[config.mk]
export PLATFORM = sky130hd
export DESIGN_NAME = circle_outline_rasterizer
export DESIGN_NICKNAME = d
export VERILOG_FILES = /design/src/hw/rtl/cor_pkg.sv /design/src/hw/rtl/cor_cfg.sv /design/src/hw/rtl/cor_core.sv /design/src/hw/rtl/cor_emit.sv /design/src/hw/rtl/circle_outline_rasterizer.sv
export SDC_FILE = /design/constraint.sdc
export NUM_CORES = 1
export LEC_CHECK = 0
export ABC_AREA = 1
export BUFFER_PORTS_ARGS = -buffer_cell sky130_fd_sc_hd__buf_2
export CORE_AREA = 4 4 272 274
export CTS_BUF_LIST = sky130_fd_sc_hd__clkbuf_2
export DETAILED_ROUTE_END_ITERATION = 6
export DIE_AREA = 0 0 276 278
export GPL_ROUTABILITY_DRIVEN = 0
export PLACE_DENSITY = 0.54
export RECOVER_POWER = 50
export SYNTH_ARGS = -nofsm -noshare
export SYNTH_HDL_FRONTEND = slang
export SYNTH_HIERARCHICAL = 1
export SYNTH_SLANG_ARGS = --single-unit
export TNS_END_PERCENT = 1
[constraint.sdc]
create_clock -name i_clk -period 5.6 [get_ports i_clk]
set_input_delay 0.56 -clock i_clk [delete_from_list [all_inputs] [get_ports i_clk]]
set_output_delay 0.56 -clock i_clk [all_outputs]
set_load 0.005 [all_outputs]
[src/hw/rtl/cor_pkg.sv]
`timescale 1ns / 1ps

package cor_pkg;

    typedef enum logic {
        OP_START = 1'b0,
        OP_STEP  = 1'b1
    } t_opcode;

    localparam int CANVAS_BITS = 13;
    localparam logic [CANVAS_BITS-1:0] CANVAS_RESET = 13'd800;

    localparam int COLOR_BITS = 24;

    localparam int APB_ADDR_BITS = 3;
    localparam int APB_DATA_BITS = 32;

    typedef enum logic {
        REG_CANVAS_WIDTH  = 1'b0,
        REG_CANVAS_HEIGHT = 1'b1
    } t_reg_index;

    // 0.70710678 as the exact fraction SQRT_HALF_NUM / SQRT_HALF_DEN
    localparam int FRAC_BITS = 27;
    localparam logic [FRAC_BITS-1:0] SQRT_HALF_NUM = 27'd70710678;
    localparam logic [FRAC_BITS-1:0] SQRT_HALF_DEN = 27'd100000000;

    localparam int PIX_PER_STEP = 8;
    localparam int PIX_IDX_BITS = 3;

endpackage

[src/hw/rtl/cor_cfg.sv]
`timescale 1ns / 1ps

module cor_cfg
    import cor_pkg::*;
(
    input  logic                     i_clk,
    input  logic                     i_rst_n,
    input  logic                     psel,
    input  logic                     penable,
    input  logic                     pwrite,
    input  logic [APB_ADDR_BITS-1:0] paddr,
    input  logic [APB_DATA_BITS-1:0] pwdata,
    output logic [APB_DATA_BITS-1:0] prdata,
    output logic                     pready,
    output logic [CANVAS_BITS-1:0]   o_canvas_w,
    output logic [CANVAS_BITS-1:0]   o_canvas_h
);

    logic [CANVAS_BITS-1:0] r_canvas_w;
    logic [CANVAS_BITS-1:0] r_canvas_h;
    logic                   wr_en;
    t_reg_index             reg_idx;

    assign pready  = 1'b1;
    assign wr_en   = psel && penable && pwrite;
    assign reg_idx = t_reg_index'(paddr[2]);

    always_ff @(posedge i_clk) begin
        if (!i_rst_n) begin
            r_canvas_w <= CANVAS_RESET;
            r_canvas_h <= CANVAS_RESET;
        end else if (wr_en) begin
            case (reg_idx)
                REG_CANVAS_WIDTH:  r_canvas_w <= pwdata[CANVAS_BITS-1:0];
                REG_CANVAS_HEIGHT: r_canvas_h <= pwdata[CANVAS_BITS-1:0];
                default: ;
            endcase
        end
    end

    always_comb begin
        case (reg_idx)
            REG_CANVAS_WIDTH:  prdata = APB_DATA_BITS'(r_canvas_w);
            REG_CANVAS_HEIGHT: prdata = APB_DATA_BITS'(r_canvas_h);
            default:           prdata = '0;
        endcase
    end

    assign o_canvas_w = r_canvas_w;
    assign o_canvas_h = r_canvas_h;

endmodule

[src/hw/rtl/cor_core.sv]
`timescale 1ns / 1ps

module cor_core
    import cor_pkg::*;
#(
    parameter int COORD_BITS  = 12,
    parameter int RADIUS_BITS = 10
) (
    input  logic                          i_clk,
    input  logic                          i_rst_n,
    input  logic                          i_valid,
    output logic                          o_ready,
    input  t_opcode                       i_op,
    input  logic [COORD_BITS-1:0]         i_cx,
    input  logic [COORD_BITS-1:0]         i_cy,
    input  logic [RADIUS_BITS-1:0]        i_radius,
    input  logic [COLOR_BITS-1:0]         i_color,
    output logic                          o_load_valid,
    input  logic                          i_load_ready,
    output logic [COORD_BITS-1:0]         o_cx,
    output logic [COORD_BITS-1:0]         o_cy,
    output logic [RADIUS_BITS-1:0]        o_x,
    output logic signed [RADIUS_BITS+1:0] o_y,
    output logic [COLOR_BITS-1:0]         o_color,
    output logic                          o_done
);

    localparam int Y_W    = RADIUS_BITS + 2;
    localparam int DIFF_W = 2 * RADIUS_BITS + 3;
    localparam int PROD_W = RADIUS_BITS + FRAC_BITS;

    // input register
    logic                   r_in_valid;
    t_opcode                r_op;
    logic [COORD_BITS-1:0]  r_in_cx;
    logic [COORD_BITS-1:0]  r_in_cy;
    logic [RADIUS_BITS-1:0] r_in_rad;
    logic [COLOR_BITS-1:0]  r_in_color;

    // circle state
    logic                     r_active;
    logic [COORD_BITS-1:0]    r_cx;
    logic [COORD_BITS-1:0]    r_cy;
    logic [COLOR_BITS-1:0]    r_color;
    logic [RADIUS_BITS-1:0]   r_x;
    logic signed [Y_W-1:0]    r_y;
    logic signed [Y_W-1:0]    r_term;
    logic signed [DIFF_W-1:0] r_diff;
    logic [PROD_W-1:0]        r_prod;
    logic [PROD_W-1:0]        r_acc;

    logic                     n_active;
    logic [RADIUS_BITS-1:0]   n_x;
    logic signed [Y_W-1:0]    n_y;
    logic signed [Y_W-1:0]    n_term;
    logic signed [DIFF_W-1:0] n_diff;
    logic [PROD_W-1:0]        n_prod;
    logic [PROD_W-1:0]        n_acc;

    logic                     is_start;
    logic                     consume;
    logic                     step_go;
    logic                     dec;
    logic                     done;
    logic signed [Y_W-1:0]    y_step;
    logic signed [DIFF_W-1:0] diff_mid;
    logic signed [DIFF_W-1:0] col_inc;

    assign is_start     = (r_op == OP_START);
    assign o_load_valid = r_in_valid && !is_start && r_active;
    assign step_go      = o_load_valid && i_load_ready;
    assign consume      = r_in_valid && (is_start || !r_active || i_load_ready);
    assign o_ready      = !r_in_valid || consume;

    always_ff @(posedge i_clk) begin
        if (!i_rst_n) begin
            r_in_valid <= 1'b0;
        end else if (o_ready) begin
            r_in_valid <= i_valid;
        end
    end

    always_ff @(posedge i_clk) begin
        if (o_ready && i_valid) begin
            r_op       <= i_op;
            r_in_cx    <= i_cx;
            r_in_cy    <= i_cy;
            r_in_rad   <= i_radius;
            r_in_color <= i_color;
        end
    end

    // one column of the midpoint walk
    assign dec      = r_diff >= DIFF_W'(r_term);
    assign y_step   = dec ? r_y - Y_W'(1) : r_y;
    assign diff_mid = dec ? r_diff - DIFF_W'(r_term) : r_diff;
    assign col_inc  = DIFF_W'($signed({1'b0, r_x, 1'b0})) - DIFF_W'(3);
    assign done     = r_acc > r_prod;

    always_comb begin
        n_active = r_active;
        n_x      = r_x;
        n_y      = r_y;
        n_term   = r_term;
        n_diff   = r_diff;
        n_prod   = r_prod;
        n_acc    = r_acc;
        if (r_in_valid && is_start) begin
            n_active = 1'b1;
            n_x      = '0;
            n_y      = $signed(Y_W'(r_in_rad));
            n_term   = $signed(Y_W'({r_in_rad, 1'b0})) - Y_W'(1);
            n_diff   = '0;
            n_prod   = PROD_W'(r_in_rad) * PROD_W'(SQRT_HALF_NUM);
            n_acc    = PROD_W'(SQRT_HALF_DEN);
        end else if (step_go) begin
            n_active = !done;
            n_x      = r_x + RADIUS_BITS'(1);
            n_y      = y_step;
            n_term   = dec ? r_term - Y_W'(2) : r_term;
            n_diff   = diff_mid + col_inc;
            n_acc    = r_acc + PROD_W'(SQRT_HALF_DEN);
        end
    end

    always_ff @(posedge i_clk) begin
        if (!i_rst_n) begin
            r_active <= 1'b0;
        end else begin
            r_active <= n_active;
        end
    end

    always_ff @(posedge i_clk) begin
        r_x    <= n_x;
        r_y    <= n_y;
        r_term <= n_term;
        r_diff <= n_diff;
        r_prod <= n_prod;
        r_acc  <= n_acc;
        if (r_in_valid && is_start) begin
            r_cx    <= r_in_cx;
            r_cy    <= r_in_cy;
            r_color <= r_in_color;
        end
    end

    assign o_cx    = r_cx;
    assign o_cy    = r_cy;
    assign o_x     = r_x;
    assign o_y     = y_step;
    assign o_color = r_color;
    assign o_done  = done;

endmodule

[src/hw/rtl/cor_emit.sv]
`timescale 1ns / 1ps

module cor_emit
    import cor_pkg::*;
#(
    parameter int COORD_BITS  = 12,
    parameter int RADIUS_BITS = 10
) (
    input  logic                          i_clk,
    input  logic                          i_rst_n,
    input  logic                          i_load_valid,
    output logic                          o_load_ready,
    input  logic [COORD_BITS-1:0]         i_cx,
    input  logic [COORD_BITS-1:0]         i_cy,
    input  logic [RADIUS_BITS-1:0]        i_x,
    input  logic signed [RADIUS_BITS+1:0] i_y,
    input  logic [COLOR_BITS-1:0]         i_color,
    input  logic                          i_done,
    input  logic [CANVAS_BITS-1:0]        i_canvas_w,
    input  logic [CANVAS_BITS-1:0]        i_canvas_h,
    output logic                          o_valid,
    input  logic                          i_ready,
    output logic [COORD_BITS+1:0]         o_px,
    output logic [COORD_BITS+1:0]         o_py,
    output logic [COLOR_BITS-1:0]         o_color,
    output logic                          o_in_bounds,
    output logic                          o_last,
    output logic                          o_circle_done
);

    localparam int PIX_BITS = COORD_BITS + 2;
    localparam int Y_W      = RADIUS_BITS + 2;
    localparam int MAX_A    = (COORD_BITS > Y_W) ? COORD_BITS : Y_W;
    localparam int MAX_B    = (MAX_A > CANVAS_BITS) ? MAX_A : CANVAS_BITS;
    localparam int SUM_W    = MAX_B + 2;
    localparam logic [PIX_IDX_BITS-1:0] LAST_IDX = PIX_IDX_BITS'(PIX_PER_STEP - 1);

    // base of the column being sent
    logic                    r_pend;
    logic [PIX_IDX_BITS-1:0] r_cnt;
    logic [COORD_BITS-1:0]   r_cx;
    logic [COORD_BITS-1:0]   r_cy;
    logic [RADIUS_BITS-1:0]  r_x;
    logic signed [Y_W-1:0]   r_y;
    logic [COLOR_BITS-1:0]   r_color;
    logic                    r_done;

    // output register
    logic                  r_out_valid;
    logic [PIX_BITS-1:0]   r_px;
    logic [PIX_BITS-1:0]   r_py;
    logic [COLOR_BITS-1:0] r_out_color;
    logic                  r_in_bounds;
    logic                  r_last;
    logic                  r_circle_done;

    logic                    out_adv;
    logic                    produce;
    logic                    at_last;
    logic                    load;
    logic signed [SUM_W-1:0] ext_x;
    logic signed [SUM_W-1:0] ext_y;
    logic signed [SUM_W-1:0] off_a;
    logic signed [SUM_W-1:0] off_b;
    logic signed [SUM_W-1:0] px;
    logic signed [SUM_W-1:0] py;
    logic                    px_in;
    logic                    py_in;

    assign out_adv      = !r_out_valid || i_ready;
    assign produce      = r_pend && out_adv;
    assign at_last      = (r_cnt == LAST_IDX);
    assign o_load_ready = !r_pend || (produce && at_last);
    assign load         = i_load_valid && o_load_ready;

    // octant mirror selected by the pixel index
    assign ext_x = SUM_W'($signed({1'b0, r_x}));
    assign ext_y = SUM_W'(r_y);
    assign off_a = r_cnt[2] ? ext_y : ext_x;
    assign off_b = r_cnt[2] ? ext_x : ext_y;
    assign px = SUM_W'($signed({1'b0, r_cx})) + (r_cnt[1] ? -off_a : off_a);
    assign py = SUM_W'($signed({1'b0, r_cy})) + (r_cnt[0] ? -off_b : off_b);
    assign px_in = !px[SUM_W-1] && (px < SUM_W'($signed({1'b0, i_canvas_w})));
    assign py_in = !py[SUM_W-1] && (py < SUM_W'($signed({1'b0, i_canvas_h})));

    always_ff @(posedge i_clk) begin
        if (!i_rst_n) begin
            r_pend      <= 1'b0;
            r_cnt       <= '0;
            r_out_valid <= 1'b0;
        end else begin
            if (load) begin
                r_pend <= 1'b1;
                r_cnt  <= '0;
            end else if (produce) begin
                r_pend <= !at_last;
                r_cnt  <= r_cnt + PIX_IDX_BITS'(1);
            end
            if (produce) begin
                r_out_valid <= 1'b1;
            end else if (i_ready) begin
                r_out_valid <= 1'b0;
            end
        end
    end

    always_ff @(posedge i_clk) begin
        if (load) begin
            r_cx    <= i_cx;
            r_cy    <= i_cy;
            r_x     <= i_x;
            r_y     <= i_y;
            r_color <= i_color;
            r_done  <= i_done;
        end
        if (produce) begin
            r_px          <= px[PIX_BITS-1:0];
            r_py          <= py[PIX_BITS-1:0];
            r_out_color   <= r_color;
            r_in_bounds   <= px_in && py_in;
            r_last        <= at_last;
            r_circle_done <= at_last && r_done;
        end
    end

    assign o_valid       = r_out_valid;
    assign o_px          = r_px;
    assign o_py          = r_py;
    assign o_color       = r_out_color;
    assign o_in_bounds   = r_in_bounds;
    assign o_last        = r_last;
    assign o_circle_done = r_circle_done;

endmodule

[src/hw/rtl/circle_outline_rasterizer.sv]
`timescale 1ns / 1ps
// Circle outline rasterizer, midpoint walk with eight-way symmetry.
// Input stream: tuser is the opcode; start (0) loads center, radius and color
// and sends nothing, step (1) runs one column and sends its eight pixels.
// Output stream: one pixel per beat in octant order, tlast on the eighth,
// tuser flags in_bounds against the canvas and circle_done on the last pixel of the final column.
// A step with no circle in progress sends nothing.
// APB port: canvas_width at 0x0, canvas_height at 0x4, both 800 after reset;
// write them only while the block is idle.
// A step's first pixel passes the input register, the column base register and the
// output register; the output serializer sends one pixel per cycle while the receiver
// is ready, and a start overlaps a step still being sent.
// The input register accepts the next beat while pixels drain; when the
// receiver stalls, the output register holds its beat and the input side
// backs up once the input register holds a step waiting for the serializer.
// Reset (synchronous, active low) drops any circle in progress and any pixels
// not yet sent, and restores the canvas size.

module circle_outline_rasterizer
    import cor_pkg::*;
#(
    parameter int COORD_BITS  = 12,
    parameter int RADIUS_BITS = 10
) (
    input  logic                     i_clk,
    input  logic                     i_rst_n,
    input  logic                     s_axis_tvalid,
    output logic                     s_axis_tready,
    // center_x, center_y, radius, draw_color, zero pad
    input  logic [((2*COORD_BITS+RADIUS_BITS+COLOR_BITS+7)/8)*8-1:0] s_axis_tdata,
    // opcode
    input  logic                     s_axis_tuser,
    output logic                     m_axis_tvalid,
    input  logic                     m_axis_tready,
    // pixel_x, pixel_y, pixel_color, zero pad
    output logic [((2*(COORD_BITS+2)+COLOR_BITS+7)/8)*8-1:0] m_axis_tdata,
    // in_bounds, circle_done
    output logic [1:0]               m_axis_tuser,
    output logic                     m_axis_tlast,
    input  logic                     psel,
    input  logic                     penable,
    input  logic                     pwrite,
    input  logic [APB_ADDR_BITS-1:0] paddr,
    input  logic [APB_DATA_BITS-1:0] pwdata,
    output logic [APB_DATA_BITS-1:0] prdata,
    output logic                     pready
);

    localparam int PIX_BITS  = COORD_BITS + 2;
    localparam int OUT_FLDS  = 2 * PIX_BITS + COLOR_BITS;
    localparam int OUT_W     = ((OUT_FLDS + 7) / 8) * 8;
    localparam int CY_LO     = COORD_BITS;
    localparam int RAD_LO    = 2 * COORD_BITS;
    localparam int COL_LO    = 2 * COORD_BITS + RADIUS_BITS;

    logic [CANVAS_BITS-1:0]        canvas_w;
    logic [CANVAS_BITS-1:0]        canvas_h;
    logic                          load_valid;
    logic                          load_ready;
    logic [COORD_BITS-1:0]         base_cx;
    logic [COORD_BITS-1:0]         base_cy;
    logic [RADIUS_BITS-1:0]        base_x;
    logic signed [RADIUS_BITS+1:0] base_y;
    logic [COLOR_BITS-1:0]         base_color;
    logic                          base_done;
    logic [PIX_BITS-1:0]           pix_x;
    logic [PIX_BITS-1:0]           pix_y;
    logic [COLOR_BITS-1:0]         pix_color;
    logic                          pix_in_bounds;
    logic                          pix_done;

    cor_cfg u_cfg (
        .i_clk      (i_clk),
        .i_rst_n    (i_rst_n),
        .psel       (psel),
        .penable    (penable),
        .pwrite     (pwrite),
        .paddr      (paddr),
        .pwdata     (pwdata),
        .prdata     (prdata),
        .pready     (pready),
        .o_canvas_w (canvas_w),
        .o_canvas_h (canvas_h)
    );

    cor_core #(
        .COORD_BITS  (COORD_BITS),
        .RADIUS_BITS (RADIUS_BITS)
    ) u_core (
        .i_clk        (i_clk),
        .i_rst_n      (i_rst_n),
        .i_valid      (s_axis_tvalid),
        .o_ready      (s_axis_tready),
        .i_op         (t_opcode'(s_axis_tuser)),
        .i_cx         (s_axis_tdata[COORD_BITS-1:0]),
        .i_cy         (s_axis_tdata[CY_LO +: COORD_BITS]),
        .i_radius     (s_axis_tdata[RAD_LO +: RADIUS_BITS]),
        .i_color      (s_axis_tdata[COL_LO +: COLOR_BITS]),
        .o_load_valid (load_valid),
        .i_load_ready (load_ready),
        .o_cx         (base_cx),
        .o_cy         (base_cy),
        .o_x          (base_x),
        .o_y          (base_y),
        .o_color      (base_color),
        .o_done       (base_done)
    );

    cor_emit #(
        .COORD_BITS  (COORD_BITS),
        .RADIUS_BITS (RADIUS_BITS)
    ) u_emit (
        .i_clk         (i_clk),
        .i_rst_n       (i_rst_n),
        .i_load_valid  (load_valid),
        .o_load_ready  (load_ready),
        .i_cx          (base_cx),
        .i_cy          (base_cy),
        .i_x           (base_x),
        .i_y           (base_y),
        .i_color       (base_color),
        .i_done        (base_done),
        .i_canvas_w    (canvas_w),
        .i_canvas_h    (canvas_h),
        .o_valid       (m_axis_tvalid),
        .i_ready       (m_axis_tready),
        .o_px          (pix_x),
        .o_py          (pix_y),
        .o_color       (pix_color),
        .o_in_bounds   (pix_in_bounds),
        .o_last        (m_axis_tlast),
        .o_circle_done (pix_done)
    );

    assign m_axis_tdata = OUT_W'({pix_color, pix_y, pix_x});
    assign m_axis_tuser = {pix_done, pix_in_bounds};

endmodule
==> impl_metrics.yaml, run 1 <==
outcome:
  status: "finished, violations left"
  violations: "DRC, capacitance limit, slew limit"
worst_hold_path:
  hp-class: "input pin to register"
worst_setup_path:
  cp.required_ps: 6410
  crit_top_cell: "fa_1"
  slowest_stage: "edfxtp_1"
  crit_path_end_kind: "register"
  crit_path_start_kind: "register"
  crit_type: "register to register"
  crit_chain: "inv_1 -> ha_1 -> fa_1 -> fa_1 -> inv_1 -> fa_1 -> fa_1 -> inv_1 -> ha_1 -> a21oi_1 -> a21boi_0 -> o21bai_1 -> a221oi_1 -> o21ai_0 -> xor2_1"
  cp_max_fo: 8
  worstPathArrival_ps: 6110
  slowest_delay_ps: 580
clock_network:
  clock_latency_ps: 1110
  numCtsBuffers: 105
  root_buffer: "clkbuf_2"
  clk_pin_slew_ps: 100
  cts_tree: "yes"
  htreeDepth: 3
  cts.path.max_buffers: 3
  clock_sinks: 387
global_route:
  grt_first_pass_wirelength_um: 96900
  antenna_found_initial: 4
  overflow: 0
  grt_use_total: 0.156
  grt_max_degree: 70
  grt_pass1_vias: 18200
sta:
  fin_crit_ps: 5310
  fin_worst_skew_ps: 88.3
  setup_violations: 0
  period_share: 0.947
  finalMaxSlewViolations: 136
  fmax_mhz: 188
  rsz0062_at_grt: "false"
  setup_slack_ps: 295
  worst_slew_pin_slew_ps: 3260
  timing.slew.headroom: -1.17
  hold_viol_final: 0
  fin_tns_setup_ps: 0
  whs_ps: 169
place:
  io_buffers: 149
  dp_worst_setup_slack_ps: 326
  placed_cells: 3777
  place_area_um2: 26600
  dp_hpwl_um: 45900
die:
  die_x_um: 276
  die_y_um: 278
  coreArea_um2: 71400
  io_pins: 201
  rows: 98
  start_util: 0.348
  die-area_um2: 76700
cells_and_area:
  final_layout_size_suffix_gt1_frac: 0.128
  final_nets: 3482
  fin_cells: 4099
  final_area_um2: 28800
  synthToLayoutAreaGrowth_pct: 16.1
power_and_ir_drop:
  sequentialPowerShare: 0.347
  power_frac_clock: 0.203
  power_density_nw_per_um2: 351
  switching_share: 0.406
  p_leak_nw: 13.2
  ir_drop_mv: 0.488
  p_sw_mw: 4.10
  p_comb_frac: 0.450
  internal_power_mw: 6.00
route:
  route.met2.wl_um: 27800
  route.detailed.drc: 2
  drt_iter0_markers: 1020
  first_pass_iters: 7
  vias: 18700
  routed_wl_um: 60900
  met1Wirelength_um: 29200
  via_per_inst: 4.56
  top_layer_used: "met4"
  ant_nets: 0
  avgRoutedWirePerCell_um: 14.9
  wl_met3_um: 2870
synth:
  synthArstFlopShare: 0
  synth.avg_cell_area_um2: 9.20
  syn_inst: 2698
  synth_ff_type: "edfxtp_1"
  synth_edf_count: 290
  synth_area_um2: 24800
  ys_warn_count: 6
  ys_seq_area_frac: 0.429
  synth.distinct_cells: 64
  yosys_register_bits: 387
run:
  max-cap-violations: 3
[through the flow]
stage / utilization / power (mW)
global route: 0.404 / 11.1
floorplan: - / 6.87
finish: 0.404 / 10.1
detailed placement: 0.373 / 8.06
CTS: 0.404 / 10.3
global placement: 0.373 / 8.07
[final timing paths]
path	startpoint	to	cells past startpoint	slack, ps
worst max-delay path	u_core/r_in_rad[6]	u_core/r_prod[34]	15	290
worst min-delay path	s_axis_tdata[47]	u_core/r_in_color[13]	2	170
worst max register to register	u_core/r_in_rad[6]	u_core/r_prod[34]	15	290
worst min register to register	u_core/o_cy[6]	u_emit/r_cy[6]	0	400
[sequential cells by signal (all words and copies together), names as in the netlist, 11 cells and up]
register / count
u_emit/r_y: 12
u_cfg/o_canvas_h: 13
u_core/r_in_cx: 12
u_core/r_in_cy: 12
u_core/r_diff: 23
u_core/o_cx: 12
u_emit/r_cx: 12
u_core/o_color: 24
u_emit/r_color: 24
u_emit/o_py: 14
u_core/r_y: 12
u_emit/o_color: 24
u_core/r_prod: 36
u_emit/o_px: 14
u_emit/r_cy: 12
u_core/o_cy: 12
u_core/r_in_color: 24
u_core/r_term: 11
u_cfg/o_canvas_w: 13
u_core/r_acc: 29
[logic make-up (layout without fill, tap and decap cells)]
| logic type | count (synthesis) | in the layout | share of synthesized area |
|---|---|---|---|
| AOI/OAI and AO/OA | 403 | 403 | 0.0911 |
| xor gates and xnor gates | 116 | 116 | 0.0409 |
| adders and majority gates | 315 | 315 | 0.184 |
| buffers and inverters | 533 | 957 | 0.0881 |
| DFF | 387 | 387 | 0.429 |
| muxes | 1 | 1 | 0.000403 |
| other | 3 | 30 | 0.000454 |
| and+or+nand+nor | 940 | 940 | 0.166 |
[final cells by class]
type,count,area [um^2]
fill,7265,42500
sequential,387,10700
multi-input combinational,1799,12100
antenna,6,15.0
clock inverter,31,200
inverter,465,1750
tap,950,1190
timing repair buffer,302,2150
clock buffer,159,796
[cells in the final DEF (no fill, tap or decap), types with 8 or more instances in the layout]
master	n
nor2_1	194
nand2_1	486
clkbuf_1	37
fa_1	85
a31oi_1	11
a21oi_1	167
conb_1	24
ha_1	229
dfxtp_1	97
nand2_2	33
clkbuf_2	159
nand4_1	25
o21bai_1	11
dlygate4sd3_1	121
inv_1	458
buf_2	116
o21ai_1	16
nor3_1	32
nand3_1	123
xnor2_1	38
buf_4	27
nor4_1	8
edfxtp_1	290
o21ai_0	133
a21o_1	11
clkinv_1	17
xor2_1	78
[Yosys cell counts (all sizes together), types with 3 or more instances]
master,instances,area [um^2]
a21oi,172,880
conb,3,11.3
nand4,28,194
inv,465,1750
edfxtp,290,8710
o21ai,156,815
nand3,127,678
o31ai,4,30.0
xnor2,38,333
o22ai,4,25.0
nor3,34,180
nand3b,4,30.0
buf,52,379
nor2,207,848
a211oi,3,22.5
dfxtp,97,1940
a221oi,4,35.0
o211ai,4,30.0
a21o,11,82.6
ha,230,2880
o21a,7,52.6
a31oi,11,68.8
xor2,78,683
o21bai,11,82.6
clkbuf,16,60.1
nor4,8,50.1
fa,85,1700
a21boi,3,22.5
nand2,522,2060
or2,6,37.5
[power groups by stage]
stage / combinational [mW] / sequential, mW / clock (mW)
after global routing: 5.18 / 3.52 / 2.35
after CTS: 4.58 / 3.51 / 2.17
after floorplan: 3.32 / 3.55 / 0
after global placement: 4.50 / 3.57 / 0
final: 4.55 / 3.50 / 2.05
after detailed placement: 4.49 / 3.57 / 0
[layer usage]
layer | up-vias | GRT usage
met2 | 388 | 0.250
met4 | 0 | 0.0418
met1 | 8571 | 0.216
met5 | - | 0
met3 | 78 | 0.0329
li1 | 9651 | -
[timing repair]
item / CTS / global route
setup endpoints to repair: 0 / 2
endpoints found under the hold margin: 92 / 3
hold buffers: 118 / 3
setup buffers: 0 / 5
gates resized for setup: 0 / 3
[worst max-delay path, delay by kind of cell (launching register included)]
family,cells,cell delay (ps)
DFF,1,580
adders and majority gates,6,2860
xor gates and xnor gates,1,160
AOI/OAI and AO/OA,5,1090
buffers and inverters,3,320
No activity file was read; power rests on OpenSTA's default activity.
==> run 2, diff against run 1 <==
Settings changed: ABC_AREA 1 to default, CORE_AREA 4 4 272 274 to 4 4 269 271, DIE_AREA 0 0 276 278 to 0 0 273 275.
==> run 2 against run 1 <==
Compared with the run above: the flow finishes with violations (capacitance limit, slew limit, setup timing); global-route usage is 0.81 points higher; non-clock buffer count is 120 higher; register-to-register slack worse by 350 ps; largest cell class unchanged; synthesized cell count is 18% lower; area after synthesis is 2.2% lower; count of clock-buffer cells in the layout is 4 higher; highest routed layer unchanged; maximum frequency is 6.1% lower.
==> impl_metrics.yaml, run 2 <==
worst_setup_path:
  crit_top_cell: "buf_4"
  worstPathArrival_ps: 6520
  slowest_stage: "fa_1"
  crit_type: "register to register"
  cp_max_fo: 5
  crit_chain: "buf_4 -> ha_1 -> buf_4 -> fa_1 -> inv_1 -> fa_1 -> fa_1 -> inv_1 -> ha_1 -> ha_4 -> nand4_1 -> or2_4 -> or3_4 -> o2111ai_4 -> o211ai_1 -> o211ai_1 -> buf_4 -> buf_4 -> buf_4 -> a21oi_1"
  crit_path_start: "u_core/r_in_rad[4]"
  slowest_delay_ps: 570
  crit_path_start_kind: "register"
  reg2reg_from: "u_core/r_in_rad[4]"
  crit_path_end_kind: "register"
  cp.required_ps: 6470
sta:
  setup_violations: 2
  period_share: 1.01
  fmax_mhz: 177
  fin_crit_ps: 5650
  fin_worst_skew_ps: 145
  worst_slew_pin_slew_ps: 3190
  hold_viol_final: 0
  rsz0062_at_grt: "true"
  timing.slew.headroom: -1.12
  finalMaxSlewViolations: 221
  fin_tns_setup_ps: -100
  setup_slack_ps: -51.2
power_and_ir_drop:
  ir_drop_mv: 1.04
  p_leak_nw: 12.5
  power_density_nw_per_um2: 422
synth:
  synth.most_common_cell: "edfxtp_1"
  ys_seq_area_frac: 0.439
  synthArstFlopShare: 0
  syn_inst: 2210
  synth.avg_cell_area_um2: 11.0
  synth_common_cells: "edfxtp_1, inv_1, ha_1"
  yosys_register_bits: 387
  synth_area_um2: 24300
  yosys.area.top_type: "edfxtp_1"
  ys_warn_count: 6
  synth.distinct_cells: 97
  synth_top_area_frac: 0.359
  synth_area_leaders: "edfxtp_1, ha_1, dfxtp_1"
  synth_ff_type: "edfxtp_1"
  synth_edf_count: 290
outcome:
  violations: "capacitance limit, slew limit, setup timing"
  status: "finished, violations left"
cells_and_area:
  largest_reg_flops: 36
  multiInputGateArea_um2: 12800
  final_common_cell: "edfxtp_1"
  final_nets: 3104
  final_area_um2: 29500
  post-route-util: 0.422
  final_layout_size_suffix_gt1_frac: 0.203
  synthToLayoutAreaGrowth_pct: 21.3
  top_register: "u_core/r_prod"
  top_regs: "u_core/r_prod (36), u_core/r_acc (29)"
  final-seq-area_um2: 10700
  final_cell_mix: "edfxtp_1, inv_1, ha_1, nand2_1, clkbuf_2"
  nFillCells: 6690
clock_network:
  clk_pin_slew_ps: 100
  numCtsBuffers: 105
  clock_latency_ps: 1160
  htreeDepth: 3
  cts_tree: "yes"
  root_buffer: "clkbuf_2"
  cts.path.max_buffers: 3
  clock_sinks: 387
die:
  io_pins: 201
  die_y_um: 275
  coreArea_um2: 69800
  start_util: 0.348
  die-area_um2: 75100
  rows: 97
  die_x_um: 273
global_route:
  grt_max_degree: 71
  overflow: 0
  grt_first_pass_wirelength_um: 98700
  antenna_found_initial: 3
  grt_pass1_vias: 18800
  grt_use_total: 0.164
route:
  vias: 18100
  drt_iter0_markers: 962
  route.met2.wl_um: 31700
  met1Wirelength_um: 26600
  wl_met3_um: 2590
  avgRoutedWirePerCell_um: 16.9
  first_pass_iters: 5
  route.detailed.drc: 0
  ant_nets: 0
  via_per_inst: 4.87
  top_layer_used: "met4"
  routed_wl_um: 62700
worst_hold_path:
  hp-class: "input pin to register"
  min_from: "s_axis_tdata[22]"
place:
  place_area_um2: 27100
  io_buffers: 149
  dp_worst_setup_slack_ps: -210
  dp_hpwl_um: 47200
run:
  max-cap-violations: 4
run 2: routing by layer:
layer / vias to the layer above / track usage
li1: 8830 / -
met5: - / 0
met1: 8752 / 0.197
met4: 0 / 0.0565
met2: 359 / 0.296
met3: 114 / 0.0313
run 2: worst paths after layout:
kind / cells after the start / end / slack, ps
worst min register to register: 0 / u_core/o_color[15] / 350
worst min-delay path: 2 / u_core/r_in_cy[10] / 150
worst max register to register: 20 / u_core/r_prod[33] / -50
worst max-delay path: 20 / u_core/r_prod[33] / -50
run 2: worst max-delay path: cells and delay by family (launching register included):
family	cells	cell delay, ps
DFF	1	520
buffers and inverters	7	830
adders and majority gates	6	2500
and+or+nand+nor	3	830
AOI/OAI and AO/OA	4	720
run 2: timing repair:
item,4_1_cts,5_1_grt
hold buffers,100,0
endpoints found under the setup margin,8,15
endpoints found under the hold margin,103,0
setup buffers,8,9
pin swaps,18,37
gates resized for setup,17,57
run 2: power by group:
part	switching, mW	internal (mW)
clock	1.24	0.796
combinational	3.70	3.17
sequential	0.100	3.44
total	5.04	7.41
run 2: stage by stage:
stage | cells | hold WS, ps | power (mW)
3_5_place_dp | 3398 | 405 | 9.66
5_1_grt | 3709 | 16.0 | 13.4
2_1_floorplan | 2231 | 400 | 7.47
4_1_cts | 3698 | 1.67 | 12.1
6_report | 3710 | 151 | 12.4
3_3_place_gp | 3398 | 400 | 9.55
run 2: layout make-up:
type | count | share of cell area
Antenna cell | 3 | 0.000255
Timing Repair Buffer | 422 | 0.102
Sequential cell | 387 | 0.362
Clock buffer | 163 | 0.0277
Tap cell | 940 | 0.0399
Multi-Input combinational cell | 1534 | 0.433
Clock inverter | 29 | 0.00552
Inverter | 232 | 0.0296
run 2: cells by family after synthesis:
| group | after synthesis | share of synthesized area |
|---|---|---|
| fa+ha+maj | 315 | 0.189 |
| buf+inv | 310 | 0.0538 |
| compound gates | 449 | 0.121 |
| mux | 71 | 0.0308 |
| other cells | 3 | 0.000464 |
| xor+xnor | 167 | 0.0608 |
| flops | 387 | 0.439 |
| simple gates | 508 | 0.106 |
==> run 3, diff against run 2 <==
--- a/config.mk
+++ b/config.mk
@@ -14,4 +14,5 @@
 export PLACE_DENSITY = 0.54
 export RECOVER_POWER = 50
+export SLEW_MARGIN = 20
 export SYNTH_ARGS = -nofsm -noshare
 export SYNTH_HDL_FRONTEND = slang
==> constraint.sdc (replaced) <==
create_clock -name i_clk -period 5.6 [get_ports i_clk]
set_input_delay 1.12 -clock i_clk [delete_from_list [all_inputs] [get_ports i_clk]]
set_output_delay 1.12 -clock i_clk [all_outputs]
set_load 0.005 [all_outputs]
==> run 3 against run 2 <==
Compared with the run above: the flow finishes with violations (capacitance limit, slew limit); critical endpoint is now u_core/r_prod[35]; cell area is 2.9% lower; non-clock buffer count is 95 lower; via count is 2.1% lower; register-to-register slack better by 120 ps; sequential cell count stayed put; count of clock-buffer cells in the layout is 7 lower; utilization is 1.2 points lower; worst hold slack better by 15 ps; highest routed layer is now met5.
==> impl_metrics.yaml, run 3 (synthesis gave the netlist of run 2 again) <==
outcome:
  status: "finished, violations left"
  violations: "capacitance limit, slew limit"
worst_setup_path:
  reg2reg_from: "u_core/r_in_rad[8]"
  crit_path_start: "u_core/r_in_rad[8]"
  r2r_slack_ps: 70
  crit_top_cell: "fa_1"
  crit_path_end_kind: "register"
  worstPathArrival_ps: 6380
  cp.required_ps: 6450
  crit_type: "register to register"
  slowest_stage: "fa_1"
  cp_max_fo: 5
  crit_chain: "buf_6 -> buf_4 -> ha_4 -> buf_4 -> fa_1 -> fa_1 -> fa_1 -> fa_1 -> ha_1 -> nand2_1 -> o41a_1 -> o2111ai_4 -> o211ai_1 -> o211ai_1 -> a21o_1 -> a21oi_2 -> xnor2_1"
  crit_path_start_kind: "register"
  slowest_delay_ps: 610
clock_network:
  clk_pin_slew_ps: 150
  numCtsBuffers: 105
  root_buffer: "clkbuf_2"
  cts.path.max_buffers: 3
  htreeDepth: 3
  clock_latency_ps: 1130
  cts_tree: "yes"
  clock_sinks: 387
worst_hold_path:
  min_from: "s_axis_tdata[33]"
  hp-class: "input pin to register"
sta:
  fin_worst_skew_ps: 93.7
  worst_slew_pin_slew_ps: 2730
  fin_crit_ps: 5530
  period_share: 0.987
  finalMaxSlewViolations: 135
  hold_viol_final: 0
  setup_slack_ps: 73.5
  fin_tns_setup_ps: 0
  rsz0062_at_grt: "true"
  timing.slew.headroom: -0.822
  fmax_mhz: 181
  setup_violations: 0
die:
  io_pins: 201
  start_util: 0.348
  coreArea_um2: 69800
  die_y_um: 275
  rows: 97
  die-area_um2: 75100
  die_x_um: 273
cells_and_area:
  top_register: "u_core/r_prod"
  final_common_cell: "edfxtp_1"
  synthToLayoutAreaGrowth_pct: 17.8
  largest_reg_flops: 36
  top_regs: "u_core/r_prod (36), u_core/r_acc (29)"
  final_area_um2: 28600
  final_cell_mix: "edfxtp_1, inv_1, ha_1, nand2_1, clkbuf_2"
  final_nets: 3009
  final_layout_size_suffix_gt1_frac: 0.216
route:
  first_pass_iters: 5
  avgRoutedWirePerCell_um: 16.8
  route.met2.wl_um: 30200
  via_per_inst: 4.88
  drt_iter0_markers: 941
  route.detailed.drc: 0
  vias: 17700
  met1Wirelength_um: 26000
  wl_met3_um: 2820
  routed_wl_um: 60800
  top_layer_used: "met5"
  ant_nets: 0
place:
  io_buffers: 149
  dp_hpwl_um: 46600
  dp_worst_setup_slack_ps: -230
  place_area_um2: 27100
global_route:
  grt_pass1_vias: 18100
  overflow: 0
  antenna_found_initial: 3
  grt_use_total: 0.159
  grt_max_degree: 73
  grt_first_pass_wirelength_um: 95400
run:
  max-cap-violations: 3
power_and_ir_drop:
  ir_drop_mv: 0.501
  power_density_nw_per_um2: 427
  power_mw: 12.2
  p_leak_nw: 12.2
## run 3: per-layer routing
layer / vias to the layer above / track usage
met5: - / 0
met3: 125 / 0.0337
met4: 2 / 0.0546
met1: 8506 / 0.194
li1: 8669 / -
met2: 378 / 0.282
## run 3: final cells by class
| type | count | area [um^2] |
|---|---|---|
| Fill cell | 6809 | 41200 |
| Multi-Input combinational cell | 1534 | 12700 |
| Sequential cell | 387 | 10700 |
| Timing Repair Buffer | 327 | 2110 |
| Tap cell | 940 | 1180 |
| Inverter | 232 | 873 |
| Clock buffer | 156 | 781 |
| Clock inverter | 44 | 277 |
| Antenna cell | 3 | 7.51 |
## run 3: per-stage QoR
step | utilization | hold slack (ps) | std cells
detailed placement | 0.388 | 405 | 3400
CTS | 0.405 | 1.85 | 3605
finish | 0.410 | 165 | 3623
global route | 0.410 | 22.7 | 3622
global placement | 0.388 | 400 | 3400
floorplan | - | 400 | 2231
## run 3: final timing paths
check / to / cells after the start
min: u_core/r_in_rad[9] / 1
max reg2reg: u_core/r_prod[35] / 17
min reg2reg: u_core/o_cy[1] / 0
max: u_core/r_prod[35] / 17
## run 3: repair_timing
action                     CTS  global route
setup endpoints to repair   10            14
hold endpoints to repair     3            12
hold buffers                 3            12
setup buffers                2             3
pin swaps                   13            33
gates resized for setup     15            50
## run 3: critical path, delay by kind of cell, from the launching register on
family	cells	cell delay [ps]
compound gates	6	1380
xor+xnor	1	120
fa+ha+maj	6	2660
buf+inv	3	470
flops	1	540
simple gates	1	100
## run 3: where the power goes
| group | switching [mW] | total, mW | internal [mW] |
|---|---|---|---|
| Clock | 1.27 | 2.15 | 0.875 |
| Combinational | 3.51 | 6.54 | 3.03 |
| Sequential | 0.0909 | 3.53 | 3.44 |
| Total | 4.88 | 12.2 | 7.34 |
